File: config.mk
export PLATFORM = sky130hd
export DESIGN_NAME = integer_to_radix_text_core
export DESIGN_NICKNAME = d
export VERILOG_FILES = /design/src/itrt_pkg.sv /design/src/integer_to_radix_text_core.sv /design/src/itrt_front.sv /design/src/itrt_queue.sv /design/src/itrt_back.sv
export VERILOG_INCLUDE_DIRS = /design/src /design/src/src
export SDC_FILE = /design/constraint.sdc
export NUM_CORES = 1
export LEC_CHECK = 0
export ABC_AREA = 1
export BUFFER_PORTS_ARGS = -buffer_cell sky130_fd_sc_hd__buf_2
export CELL_PAD_IN_SITES_DETAIL_PLACEMENT = 0
export CELL_PAD_IN_SITES_GLOBAL_PLACEMENT = 1
export CORE_MARGIN = 2
export CORE_UTILIZATION = 50
export CTS_CLUSTER_SIZE = 25
export DETAILED_ROUTE_END_ITERATION = 10
export HOLD_SLACK_MARGIN = 0.12
export PLACE_DENSITY_LB_ADDON = 0.05
export SLEW_MARGIN = 20
export SYNTH_ARGS = -nofsm -noshare
export SYNTH_HDL_FRONTEND = slang
export SYNTH_SLANG_ARGS = --single-unit
File: constraint.sdc
create_clock -name clk_i -period 4.8 [get_ports clk_i]
set_input_delay 0.48 -clock clk_i [delete_from_list [all_inputs] [get_ports clk_i]]
set_output_delay 0.48 -clock clk_i [all_outputs]
set_load 0.05 [all_outputs]
File: src/integer_to_radix_text_core_defines.svh
// ----------------------------------------------------------------------------
// Integer to radix text: assertion macros
// Shared assertion forms, clocked on clk_i and held off while rst_ni is low.
// ----------------------------------------------------------------------------
`ifndef INTEGER_TO_RADIX_TEXT_CORE_DEFINES_SVH
`define INTEGER_TO_RADIX_TEXT_CORE_DEFINES_SVH

// The consequent must hold in the same cycle as the antecedent.
`define ITRT_ASSERT_IMP(label, ante, cons, msg) \
  label: assert property (@(posedge clk_i) disable iff (!rst_ni) (ante) |-> (cons)) \
    else $error(msg);

// The consequent must hold in the cycle after the antecedent.
`define ITRT_ASSERT_NXT(label, ante, cons, msg) \
  label: assert property (@(posedge clk_i) disable iff (!rst_ni) (ante) |=> (cons)) \
    else $error(msg);

`endif

File: src/itrt_pkg.sv
// ----------------------------------------------------------------------------
// Integer to radix text package
// Widths, register codes, character constants and the job record that the
// front end hands to the conversion engine.
// ----------------------------------------------------------------------------
package itrt_pkg;

  // Input value and digit storage.
  localparam int VALUE_W    = 64;
  localparam int MAX_DIGITS = 64;
  localparam int IDX_W      = $clog2(MAX_DIGITS);
  localparam int CNT_W      = $clog2(MAX_DIGITS + 1);
  localparam int BIT_CNT_W  = $clog2(VALUE_W);

  // Base and digit widths.
  localparam int RADIX_W = 6;
  localparam int DIGIT_W = 6;
  localparam int CHAR_W  = 7;

  // Configuration port.
  localparam int CFG_IDX_W  = 1;
  localparam int CFG_DATA_W = 6;

  // Job queue between front end and engine.
  localparam int QDEPTH  = 2;
  localparam int QPTR_W  = $clog2(QDEPTH);
  localparam int QCNT_W  = $clog2(QDEPTH + 1);

  // Base limits and reset values.
  localparam logic [RADIX_W-1:0] RADIX_MIN   = RADIX_W'(2);
  localparam logic [RADIX_W-1:0] RADIX_MAX   = RADIX_W'(36);
  localparam logic [RADIX_W-1:0] RADIX_RESET = RADIX_W'(10);

  // ASCII codes.
  localparam logic [CHAR_W-1:0] CHAR_MINUS     = CHAR_W'(45);
  localparam logic [CHAR_W-1:0] CHAR_ZERO      = CHAR_W'(48);
  localparam logic [CHAR_W-1:0] CHAR_UPPER_OFS = CHAR_W'(55);
  localparam logic [CHAR_W-1:0] CHAR_LOWER_OFS = CHAR_W'(87);
  localparam logic [DIGIT_W-1:0] DIGIT_NINE    = DIGIT_W'(9);

  // Configuration register indexes.
  typedef enum logic [CFG_IDX_W-1:0] {
    REG_RADIX = 1'b0,
    REG_UPPER = 1'b1
  } cfg_reg_e;

  // Conversion engine states.
  typedef enum logic [2:0] {
    S_IDLE,
    S_DIV,
    S_STORE,
    S_SIGN,
    S_FETCH,
    S_EMIT
  } back_state_e;

  // One classified item, ready for conversion.
  typedef struct packed {
    logic               neg;
    logic [VALUE_W-1:0] mag;
    logic [RADIX_W-1:0] radix;
    logic               upper;
  } job_t;

  // Map one digit to its ASCII character.
  function automatic logic [CHAR_W-1:0] digit_to_char(input logic [DIGIT_W-1:0] d,
                                                      input logic upper);
    logic [CHAR_W-1:0] ofs;
    if (d <= DIGIT_NINE) begin
      ofs = CHAR_ZERO;
    end else if (upper) begin
      ofs = CHAR_UPPER_OFS;
    end else begin
      ofs = CHAR_LOWER_OFS;
    end
    return ofs + CHAR_W'(d);
  endfunction

endpackage

File: src/integer_to_radix_text_core.sv
// ----------------------------------------------------------------------------
// Integer to radix text core
// Converts signed 64-bit integers to ASCII text in a configured base.
// ----------------------------------------------------------------------------
// Each accepted value comes out as a run of ASCII characters, one per output
// transfer, most significant digit first, with a leading minus sign for
// negative values, a single '0' for zero, and last set on the final character.
// The most negative input is converted as if it were one larger. Every digit
// is produced on the engine's radix-2 serial divider (64 shift-subtract
// steps and one store), and every character is then fetched from the digit
// store in S_FETCH and presented in S_EMIT, the sign in S_SIGN; an output
// stall holds the engine in S_SIGN or S_EMIT. A two-entry job queue in front
// of the engine lets two more values be accepted while it is busy. Configuration
// writes take effect for values accepted after them and should be made while
// idle.
// ----------------------------------------------------------------------------
module integer_to_radix_text_core
  import itrt_pkg::*;
(
  input  logic                      clk_i,
  input  logic                      rst_ni,
  input  logic                      cfg_we_i,
  input  logic [CFG_IDX_W-1:0]      cfg_index_i,
  input  logic [CFG_DATA_W-1:0]     cfg_data_i,
  input  logic                      in_valid_i,
  output logic                      in_ready_o,
  input  logic signed [VALUE_W-1:0] value_i,
  output logic                      out_valid_o,
  input  logic                      out_ready_i,
  output logic [CHAR_W-1:0]         char_code_o,
  output logic                      last_o
);

  logic push_valid;
  logic push_ready;
  job_t push_job;
  logic pop_valid;
  logic pop_ready;
  job_t pop_job;

  // Front end: configuration and classification.
  itrt_front u_front (
    .clk_i        (clk_i),
    .rst_ni       (rst_ni),
    .cfg_we_i     (cfg_we_i),
    .cfg_index_i  (cfg_index_i),
    .cfg_data_i   (cfg_data_i),
    .in_valid_i   (in_valid_i),
    .in_ready_o   (in_ready_o),
    .value_i      (value_i),
    .push_valid_o (push_valid),
    .push_ready_i (push_ready),
    .push_job_o   (push_job)
  );

  // Job queue between the two halves.
  itrt_queue u_queue (
    .clk_i        (clk_i),
    .rst_ni       (rst_ni),
    .push_valid_i (push_valid),
    .push_ready_o (push_ready),
    .push_job_i   (push_job),
    .pop_valid_o  (pop_valid),
    .pop_ready_i  (pop_ready),
    .pop_job_o    (pop_job)
  );

  // Conversion engine and character output.
  itrt_back u_back (
    .clk_i       (clk_i),
    .rst_ni      (rst_ni),
    .job_valid_i (pop_valid),
    .job_ready_o (pop_ready),
    .job_i       (pop_job),
    .out_valid_o (out_valid_o),
    .out_ready_i (out_ready_i),
    .char_code_o (char_code_o),
    .last_o      (last_o)
  );

endmodule

File: src/itrt_front.sv
// ----------------------------------------------------------------------------
// Integer to radix text: front end
// Holds the configuration registers and turns each incoming value into a job:
// saturated, split into sign and magnitude, with the base clamped to range.
// ----------------------------------------------------------------------------
module itrt_front
  import itrt_pkg::*;
(
  input  logic                  clk_i,
  input  logic                  rst_ni,
  input  logic                  cfg_we_i,
  input  logic [CFG_IDX_W-1:0]  cfg_index_i,
  input  logic [CFG_DATA_W-1:0] cfg_data_i,
  input  logic                  in_valid_i,
  output logic                  in_ready_o,
  input  logic signed [VALUE_W-1:0] value_i,
  output logic                  push_valid_o,
  input  logic                  push_ready_i,
  output job_t                  push_job_o
);

  localparam logic [VALUE_W-1:0] VALUE_MIN = {1'b1, {(VALUE_W-1){1'b0}}};

  logic [RADIX_W-1:0] radix_q;
  logic               upper_q;
  logic [VALUE_W-1:0] val_u;
  logic [VALUE_W-1:0] val_sat;
  logic [RADIX_W-1:0] radix_eff;

  // Configuration writes; indexes beyond the list are dropped.
  always_ff @(posedge clk_i or negedge rst_ni) begin
    if (!rst_ni) begin
      radix_q <= RADIX_RESET;
      upper_q <= 1'b1;
    end else if (cfg_we_i) begin
      case (cfg_reg_e'(cfg_index_i))
        REG_RADIX: radix_q <= cfg_data_i[RADIX_W-1:0];
        REG_UPPER: upper_q <= cfg_data_i[0];
        default: ;
      endcase
    end
  end

  // Saturate the most negative value; the job record below takes sign and magnitude.
  always_comb begin
    val_u   = $unsigned(value_i);
    val_sat = (val_u == VALUE_MIN) ? (VALUE_MIN + VALUE_W'(1)) : val_u;
  end

  // Clamp the base into the supported range.
  always_comb begin
    if (radix_q < RADIX_MIN) begin
      radix_eff = RADIX_MIN;
    end else if (radix_q > RADIX_MAX) begin
      radix_eff = RADIX_MAX;
    end else begin
      radix_eff = radix_q;
    end
  end

  // Job record toward the queue.
  always_comb begin
    push_job_o.neg   = val_sat[VALUE_W-1];
    push_job_o.mag   = val_sat[VALUE_W-1] ? (~val_sat + VALUE_W'(1)) : val_sat;
    push_job_o.radix = radix_eff;
    push_job_o.upper = upper_q;
  end

  assign push_valid_o = in_valid_i;
  assign in_ready_o   = push_ready_i;

endmodule

File: src/itrt_queue.sv
// ----------------------------------------------------------------------------
// Integer to radix text: job queue
// Short FIFO of classified jobs so the front end can take new values while
// the engine is still converting.
// ----------------------------------------------------------------------------
module itrt_queue
  import itrt_pkg::*;
(
  input  logic clk_i,
  input  logic rst_ni,
  input  logic push_valid_i,
  output logic push_ready_o,
  input  job_t push_job_i,
  output logic pop_valid_o,
  input  logic pop_ready_i,
  output job_t pop_job_o
);

  job_t              slots_q [QDEPTH];
  logic [QPTR_W-1:0] wr_ptr_q;
  logic [QPTR_W-1:0] rd_ptr_q;
  logic [QCNT_W-1:0] count_q;
  logic              push;
  logic              pop;

  assign push_ready_o = (count_q != QCNT_W'(QDEPTH));
  assign pop_valid_o  = (count_q != '0);
  assign push         = push_valid_i && push_ready_o;
  assign pop          = pop_valid_o && pop_ready_i;
  assign pop_job_o    = slots_q[rd_ptr_q];

  // Pointers and fill count.
  always_ff @(posedge clk_i or negedge rst_ni) begin
    if (!rst_ni) begin
      wr_ptr_q <= '0;
      rd_ptr_q <= '0;
      count_q  <= '0;
    end else begin
      if (push) begin
        wr_ptr_q <= (wr_ptr_q == QPTR_W'(QDEPTH - 1)) ? '0 : wr_ptr_q + 1'b1;
      end
      if (pop) begin
        rd_ptr_q <= (rd_ptr_q == QPTR_W'(QDEPTH - 1)) ? '0 : rd_ptr_q + 1'b1;
      end
      if (push && !pop) begin
        count_q <= count_q + 1'b1;
      end else if (pop && !push) begin
        count_q <= count_q - 1'b1;
      end
    end
  end

  // Job storage.
  always_ff @(posedge clk_i) begin
    if (push) begin
      slots_q[wr_ptr_q] <= push_job_i;
    end
  end

endmodule

File: src/itrt_back.sv
// ----------------------------------------------------------------------------
// Integer to radix text: conversion engine
// Divides the magnitude by the base on a radix-2 serial divider, storing one
// digit per pass, then sends the sign and the digits most significant first.
// ----------------------------------------------------------------------------
`include "integer_to_radix_text_core_defines.svh"

module itrt_back
  import itrt_pkg::*;
(
  input  logic              clk_i,
  input  logic              rst_ni,
  input  logic              job_valid_i,
  output logic              job_ready_o,
  input  job_t              job_i,
  output logic              out_valid_o,
  input  logic              out_ready_i,
  output logic [CHAR_W-1:0] char_code_o,
  output logic              last_o
);

  back_state_e state_q, state_d;

  logic [VALUE_W-1:0]   mag_q, mag_d;
  logic [DIGIT_W-1:0]   rem_q, rem_d;
  logic                 neg_q, neg_d;
  logic [RADIX_W-1:0]   radix_q, radix_d;
  logic                 upper_q, upper_d;
  logic [CNT_W-1:0]     count_q, count_d;
  logic [BIT_CNT_W-1:0] bit_cnt_q, bit_cnt_d;
  logic [IDX_W-1:0]     idx_q, idx_d;

  logic [DIGIT_W-1:0] digit_mem [MAX_DIGITS];
  logic [DIGIT_W-1:0] rd_data_q;
  logic               rd_en;
  logic               wr_en;

  logic [DIGIT_W:0]   rem_shift;
  logic               take;
  logic [DIGIT_W:0]   rem_sub;
  logic [CNT_W-1:0]   count_inc;
  logic [CNT_W-1:0]   cap;
  logic               digits_done;

  // One restoring division step: shift in the next dividend bit and subtract.
  always_comb begin
    rem_shift = {rem_q, mag_q[VALUE_W-1]};
    take      = (rem_shift >= {1'b0, radix_q});
    rem_sub   = take ? (rem_shift - {1'b0, radix_q}) : rem_shift;
  end

  // Digit capacity leaves room for the sign.
  always_comb begin
    count_inc   = count_q + 1'b1;
    cap         = CNT_W'(MAX_DIGITS) - CNT_W'(neg_q);
    digits_done = (mag_q == '0) || (count_inc == cap);
  end

  // Next state.
  always_comb begin
    state_d = state_q;
    case (state_q)
      S_IDLE: begin
        if (job_valid_i) state_d = S_DIV;
      end
      S_DIV: begin
        if (bit_cnt_q == BIT_CNT_W'(VALUE_W - 1)) state_d = S_STORE;
      end
      S_STORE: begin
        if (digits_done) begin
          state_d = neg_q ? S_SIGN : S_FETCH;
        end else begin
          state_d = S_DIV;
        end
      end
      S_SIGN: begin
        if (out_ready_i) state_d = S_FETCH;
      end
      S_FETCH: begin
        state_d = S_EMIT;
      end
      S_EMIT: begin
        if (out_ready_i) state_d = (idx_q == '0) ? S_IDLE : S_FETCH;
      end
      default: begin
        state_d = S_IDLE;
      end
    endcase
  end

  // Outputs of the state machine.
  always_comb begin
    job_ready_o = (state_q == S_IDLE);
    out_valid_o = (state_q == S_SIGN) || (state_q == S_EMIT);
    char_code_o = (state_q == S_SIGN) ? CHAR_MINUS : digit_to_char(rd_data_q, upper_q);
    last_o      = (state_q == S_EMIT) && (idx_q == '0);
    rd_en       = (state_q == S_FETCH);
    wr_en       = (state_q == S_STORE);
  end

  // Datapath next values.
  always_comb begin
    mag_d     = mag_q;
    rem_d     = rem_q;
    neg_d     = neg_q;
    radix_d   = radix_q;
    upper_d   = upper_q;
    count_d   = count_q;
    bit_cnt_d = bit_cnt_q;
    idx_d     = idx_q;
    case (state_q)
      S_IDLE: begin
        if (job_valid_i) begin
          mag_d     = job_i.mag;
          neg_d     = job_i.neg;
          radix_d   = job_i.radix;
          upper_d   = job_i.upper;
          rem_d     = '0;
          count_d   = '0;
          bit_cnt_d = '0;
        end
      end
      S_DIV: begin
        mag_d     = {mag_q[VALUE_W-2:0], take};
        rem_d     = rem_sub[DIGIT_W-1:0];
        bit_cnt_d = bit_cnt_q + 1'b1;
      end
      S_STORE: begin
        count_d = count_inc;
        rem_d   = '0;
        idx_d   = count_q[IDX_W-1:0];
      end
      S_EMIT: begin
        if (out_ready_i && (idx_q != '0)) idx_d = idx_q - 1'b1;
      end
      default: ;
    endcase
  end

  // Control registers.
  always_ff @(posedge clk_i or negedge rst_ni) begin
    if (!rst_ni) begin
      state_q   <= S_IDLE;
      count_q   <= '0;
      bit_cnt_q <= '0;
      idx_q     <= '0;
      neg_q     <= 1'b0;
    end else begin
      state_q   <= state_d;
      count_q   <= count_d;
      bit_cnt_q <= bit_cnt_d;
      idx_q     <= idx_d;
      neg_q     <= neg_d;
    end
  end

  // Datapath registers.
  always_ff @(posedge clk_i) begin
    mag_q   <= mag_d;
    rem_q   <= rem_d;
    radix_q <= radix_d;
    upper_q <= upper_d;
  end

  // Digit store: written least significant first, read back in reverse.
  always_ff @(posedge clk_i) begin
    if (wr_en) begin
      digit_mem[count_q[IDX_W-1:0]] <= rem_q;
    end
    if (rd_en) begin
      rd_data_q <= digit_mem[idx_q];
    end
  end

  `ITRT_ASSERT_IMP(a_rem_below_radix, state_q == S_DIV, rem_q < radix_q, "remainder reached the base")
  `ITRT_ASSERT_IMP(a_count_in_cap, state_q == S_STORE, count_inc <= cap, "digit count passed capacity")
  `ITRT_ASSERT_NXT(a_zero_quotient_ends, (state_q == S_STORE) && (mag_q == '0), state_q != S_DIV, "division went on after a zero quotient")
  `ITRT_ASSERT_NXT(a_job_starts_clean, (state_q == S_IDLE) && job_valid_i, (state_q == S_DIV) && (bit_cnt_q == '0) && (count_q == '0), "job did not start a fresh division")

endmodule
==> results by group <==
Outcome
  – Status: complete, no violations

Timing
  – Setup Viol. Count Final: 0
  – Unrepaired setup endpoints after global routing: no
  – Fin crit period: 3850 ps
  – Final hold viol count: 0
  – Max-slew violations: 0
  – Worst-Margin Slew: 1010 ps
  – Setup TNS Final: 0 ps
  – Crit share post-route: 80.2%
  – Clk_skew: 26.5 ps
  – Achievable clock frequency: approximately 260 MHz
  – Max_slew headroom: 32.5%

Critical path
  – Max FO, Critical Path: 4
  – CP endpoint kind: primary output
  – R2r startpoint: u_back.idx_q[0]$_DFFE_PN0P_
  – Reg2reg path depth: 8
  – Worst Setup Start Kind: register
  – Critical path type: reg2out
  – Required time worst endpoint: between 4000 and 5000 ps
  – Crit path DAT: 3370 ps
  – Worst flop-to-flop path endpoint: u_back.rd_data_q[0]$_DFFE_PN_
  – FF-to-FF setup slack: 1420 ps

Clocking
  – Setup bufs post-CTS: 0
  – Hold_buf cts: 6
  – Worst-Skew Late Latency: 600 ps
  – CTS root buffer: clkbuf_16
  – Reg clk slew, reported paths: 60 ps
  – H-tree Lvls: 3
  – CTS Buf Count: 70
  – Post-CTS Resized: 0
  – Longest Clk Path Bufs: 3
  – TritonCTS clock tree: yes
  – Sink Count: 645

Job
  – Max-cap violations: 0

Die
  – Initial core utilization: 50.4%
  – Core ar.: roughly 56000 µm²
  – Die Wd: 242 µm
  – Die Ht: 242 µm
  – Die Area: 58700 µm²
  – Rows: 87
  – Boundary Pins: 86

Detailed routing
  – Initial drt markers: ~1500
  – Post-Route WL: 70100 µm
  – DR pass1 iterations: 5
  – Vias: 19000
  – Vias/cell: 5.56
  – WL per Instance: 20.5 µm
  – Post-DRT Antenna Nets: 0
  – Drt drc: 0

Logic synthesis
  – Cells after synthesis: between 2000 and 3000
  – Synthesized flop and latch total: 645
  – Yosys cell types: 59
  – Mapped Area: 28400 µm²
  – Syn_area_per_cell: 11.2 µm²
  – Sequential area share after synthesis: a little under 70%
  – Ys Warns: 0

Power
  – Maximum VDD drop: 285 µV
  – Clk pwr share: 43.1%
  – Pint: 0.00988 W
  – Switch Pwr: 0.00264 W
  – Combinational Power Share: 4.6%
  – Leakage: between 10 and 15 nW
  – Net Sw Frac: 21.1%
  – Sequential Power Share: 52.3%
  – Power per Cell Area: 393 nW/µm²

Cells and area
  – Cell Count, Final, Fillers Out: 3421
  – Fillers: 4828
  – Area grow syn2layout: 12.3%
  – Diode count: 0
  – Commonest non-fill, non-tap cell in the layout: edfxtp_1
  – Most frequent cells in the layout: edfxtp_1 (611), nor2_1 (481), nand2_1 (383)
  – Share of cells above drive strength 1: 11.0%
  – Final net count: about 2700

Min path
  – Worst hold path depth: 3
  – Hold Crit Class: in2reg
  – Hold path start: cfg_data_i[5]
  – Hold EP: u_front.radix_q[5]$_DFFE_PN0P_

Placement
  – Detailed Place HPWL: ~45000 µm
  – Placer Congestion: 0.932
  – Cell Count Post-Placement: 3286
  – Port Buffers: 85

Global route
  – Grt ovf: 0
  – First-pass GRT wire length: 109000 µm
  – Initial antenna violation count: 1
  – Vias in the first global route: 19000
  – Largest net degree at the start of global routing: 104
  – Tot GR Track Use: between 20% and 30%
==> cells in the mapped netlist, drive strengths merged <==
master / instances / area share [%]
xor2: 44 / 1.4
o21ai: 246 / 4.4
nor4: 3 / 0.088
a32oi: 1 / 0.031
a21oi: 47 / 0.84
a31oi: 67 / 1.5
nand2: 390 / 5.3
o31ai: 2 / 0.10
fa: 2 / 0.14
and3: 1 / 0.022
ha: 15 / 0.66
dfrtp: 31 / 2.7
xnor2: 14 / 0.43
o221ai: 39 / 1.2
nor3: 20 / 0.48
nand4: 23 / 0.58
nand3b: 4 / 0.11
dfstp: 3 / 0.28
clkinv: 1 / 0.013
o21bai: 3 / 0.093
o211ai: 11 / 0.29
a22o: 2 / 0.062
nor2: 504 / 6.9
nor3b: 2 / 0.053
conb: 1 / 0.013
or2: 13 / 0.29
and2: 2 / 0.044
o22ai: 62 / 1.4
edfxtp: 611 / 65
inv: 135 / 1.8
mux2: 2 / 0.079
buf: 46 / 0.83
a211oi: 1 / 0.026
clkbuf: 78 / 1.0
nand3: 112 / 2.2
a22oi: 2 / 0.071
==> power by group through the flow <==
stage	sequential, W	clock (W)	combinational, W
after floorplan	0.00668	0	0.000349
after global placement	0.00666	0	0.000571
after detailed placement	0.00667	0	0.000580
after CTS	0.00655	0.00547	0.000586
after global routing	0.00657	0.00570	0.000648
final	0.00655	0.00539	0.000575
==> cells by family after synthesis <==
family	count (synthesis)	synth area share, %
other	1	0.0132
flip-flops	645	67.7
multiplexers	2	0.0794
buffers and inverters	260	3.66
AND/OR/NAND/NOR	1074	16.0
adder cells (fa/ha/maj)	17	0.802
XOR/XNOR	58	1.79
AO/OA/AOI/OAI	483	9.97
==> critical path: stages, from the launching register on <==
cell	delay, ps
edfxtp_1	430
o21ai_0	270
nand2_1	200
ha_1	260
fa_1	390
nand2_1	80
inv_1	40
o21ai_0	150
inv_1	80
nor2_1	80
inv_1	60
a21oi_1	150
o21ai_0	100
a21oi_1	190
buf_2	300
==> layout make-up <==
cell class | instances | area [µm²] | share of cell area (%)
clock buffers | 95 | 1930 | 6.05
clock inverters | 33 | 383 | 1.20
inverters | 136 | 515 | 1.62
multi-input cells | 1636 | 8160 | 25.6
flip-flops and latches | 645 | 19200 | 60.3
well taps | 756 | 946 | 2.97
repair buffers | 120 | 736 | 2.31
==> metrics by stage <==
stage | util [%] | total power [W] | setup WS, ps | hold slack (ps) | area [µm²]
floorplan | - | 0.00703 | 261 | 184 | 28400
global placement | 52.4 | 0.00723 | 1470 | 482 | 29500
detailed placement | 52.4 | 0.00725 | 1490 | 487 | 29500
CTS | 56.6 | 0.0126 | 926 | 121 | 31800
global route | 56.6 | 0.0129 | 559 | 149 | 31900
finish | 56.6 | 0.0125 | 949 | 149 | 31900
==> per-layer routing <==
| metal | GRT usage (%) | vias up | share of wire, % |
|---|---|---|---|
| met5 | 0 | - | 0 |
| met4 | 9.02 | 0 | 3.3 |
| met3 | 3.64 | 123 | 5.1 |
| met2 | 40.3 | 539 | 49 |
| met1 | 32.0 | 9237 | 43 |
| li1 | - | 9137 | - |
==> worst max path at each step <==
stage               slack, ps                      startpoint  cells past startpoint                               to
floorplan                 260  u_queue.count_q[0]$_DFFE_PN0P_                      4  u_queue.slots_q[1][0]$_DFFE_PP_
global placement         1470     u_back.idx_q[0]$_DFFE_PN0P_                      8    u_back.rd_data_q[0]$_DFFE_PN_
detailed placement       1490     u_back.idx_q[0]$_DFFE_PN0P_                      8    u_back.rd_data_q[0]$_DFFE_PN_
CTS                       930   u_back.rd_data_q[1]$_DFFE_PN_                     14                   char_code_o[6]
global route              560   u_back.rd_data_q[1]$_DFFE_PN_                     14                   char_code_o[6]
finish                    950   u_back.rd_data_q[1]$_DFFE_PN_                     14                   char_code_o[6]
==> state kept, by name (all words and copies together) (netlist names), 2 cells and up <==
signal / cells
u_back.digit_mem: 384
u_queue.slots_q: 144
u_back.mag_q: 64
u_back.count_q: 7
u_back.bit_cnt_q: 6
u_back.idx_q: 6
u_back.radix_q: 6
u_back.rd_data_q: 6
u_back.rem_q: 6
u_front.radix_q: 6
u_back.state_q: 3
u_queue.count_q: 2
No activity file was read; power rests on OpenSTA's default activity.
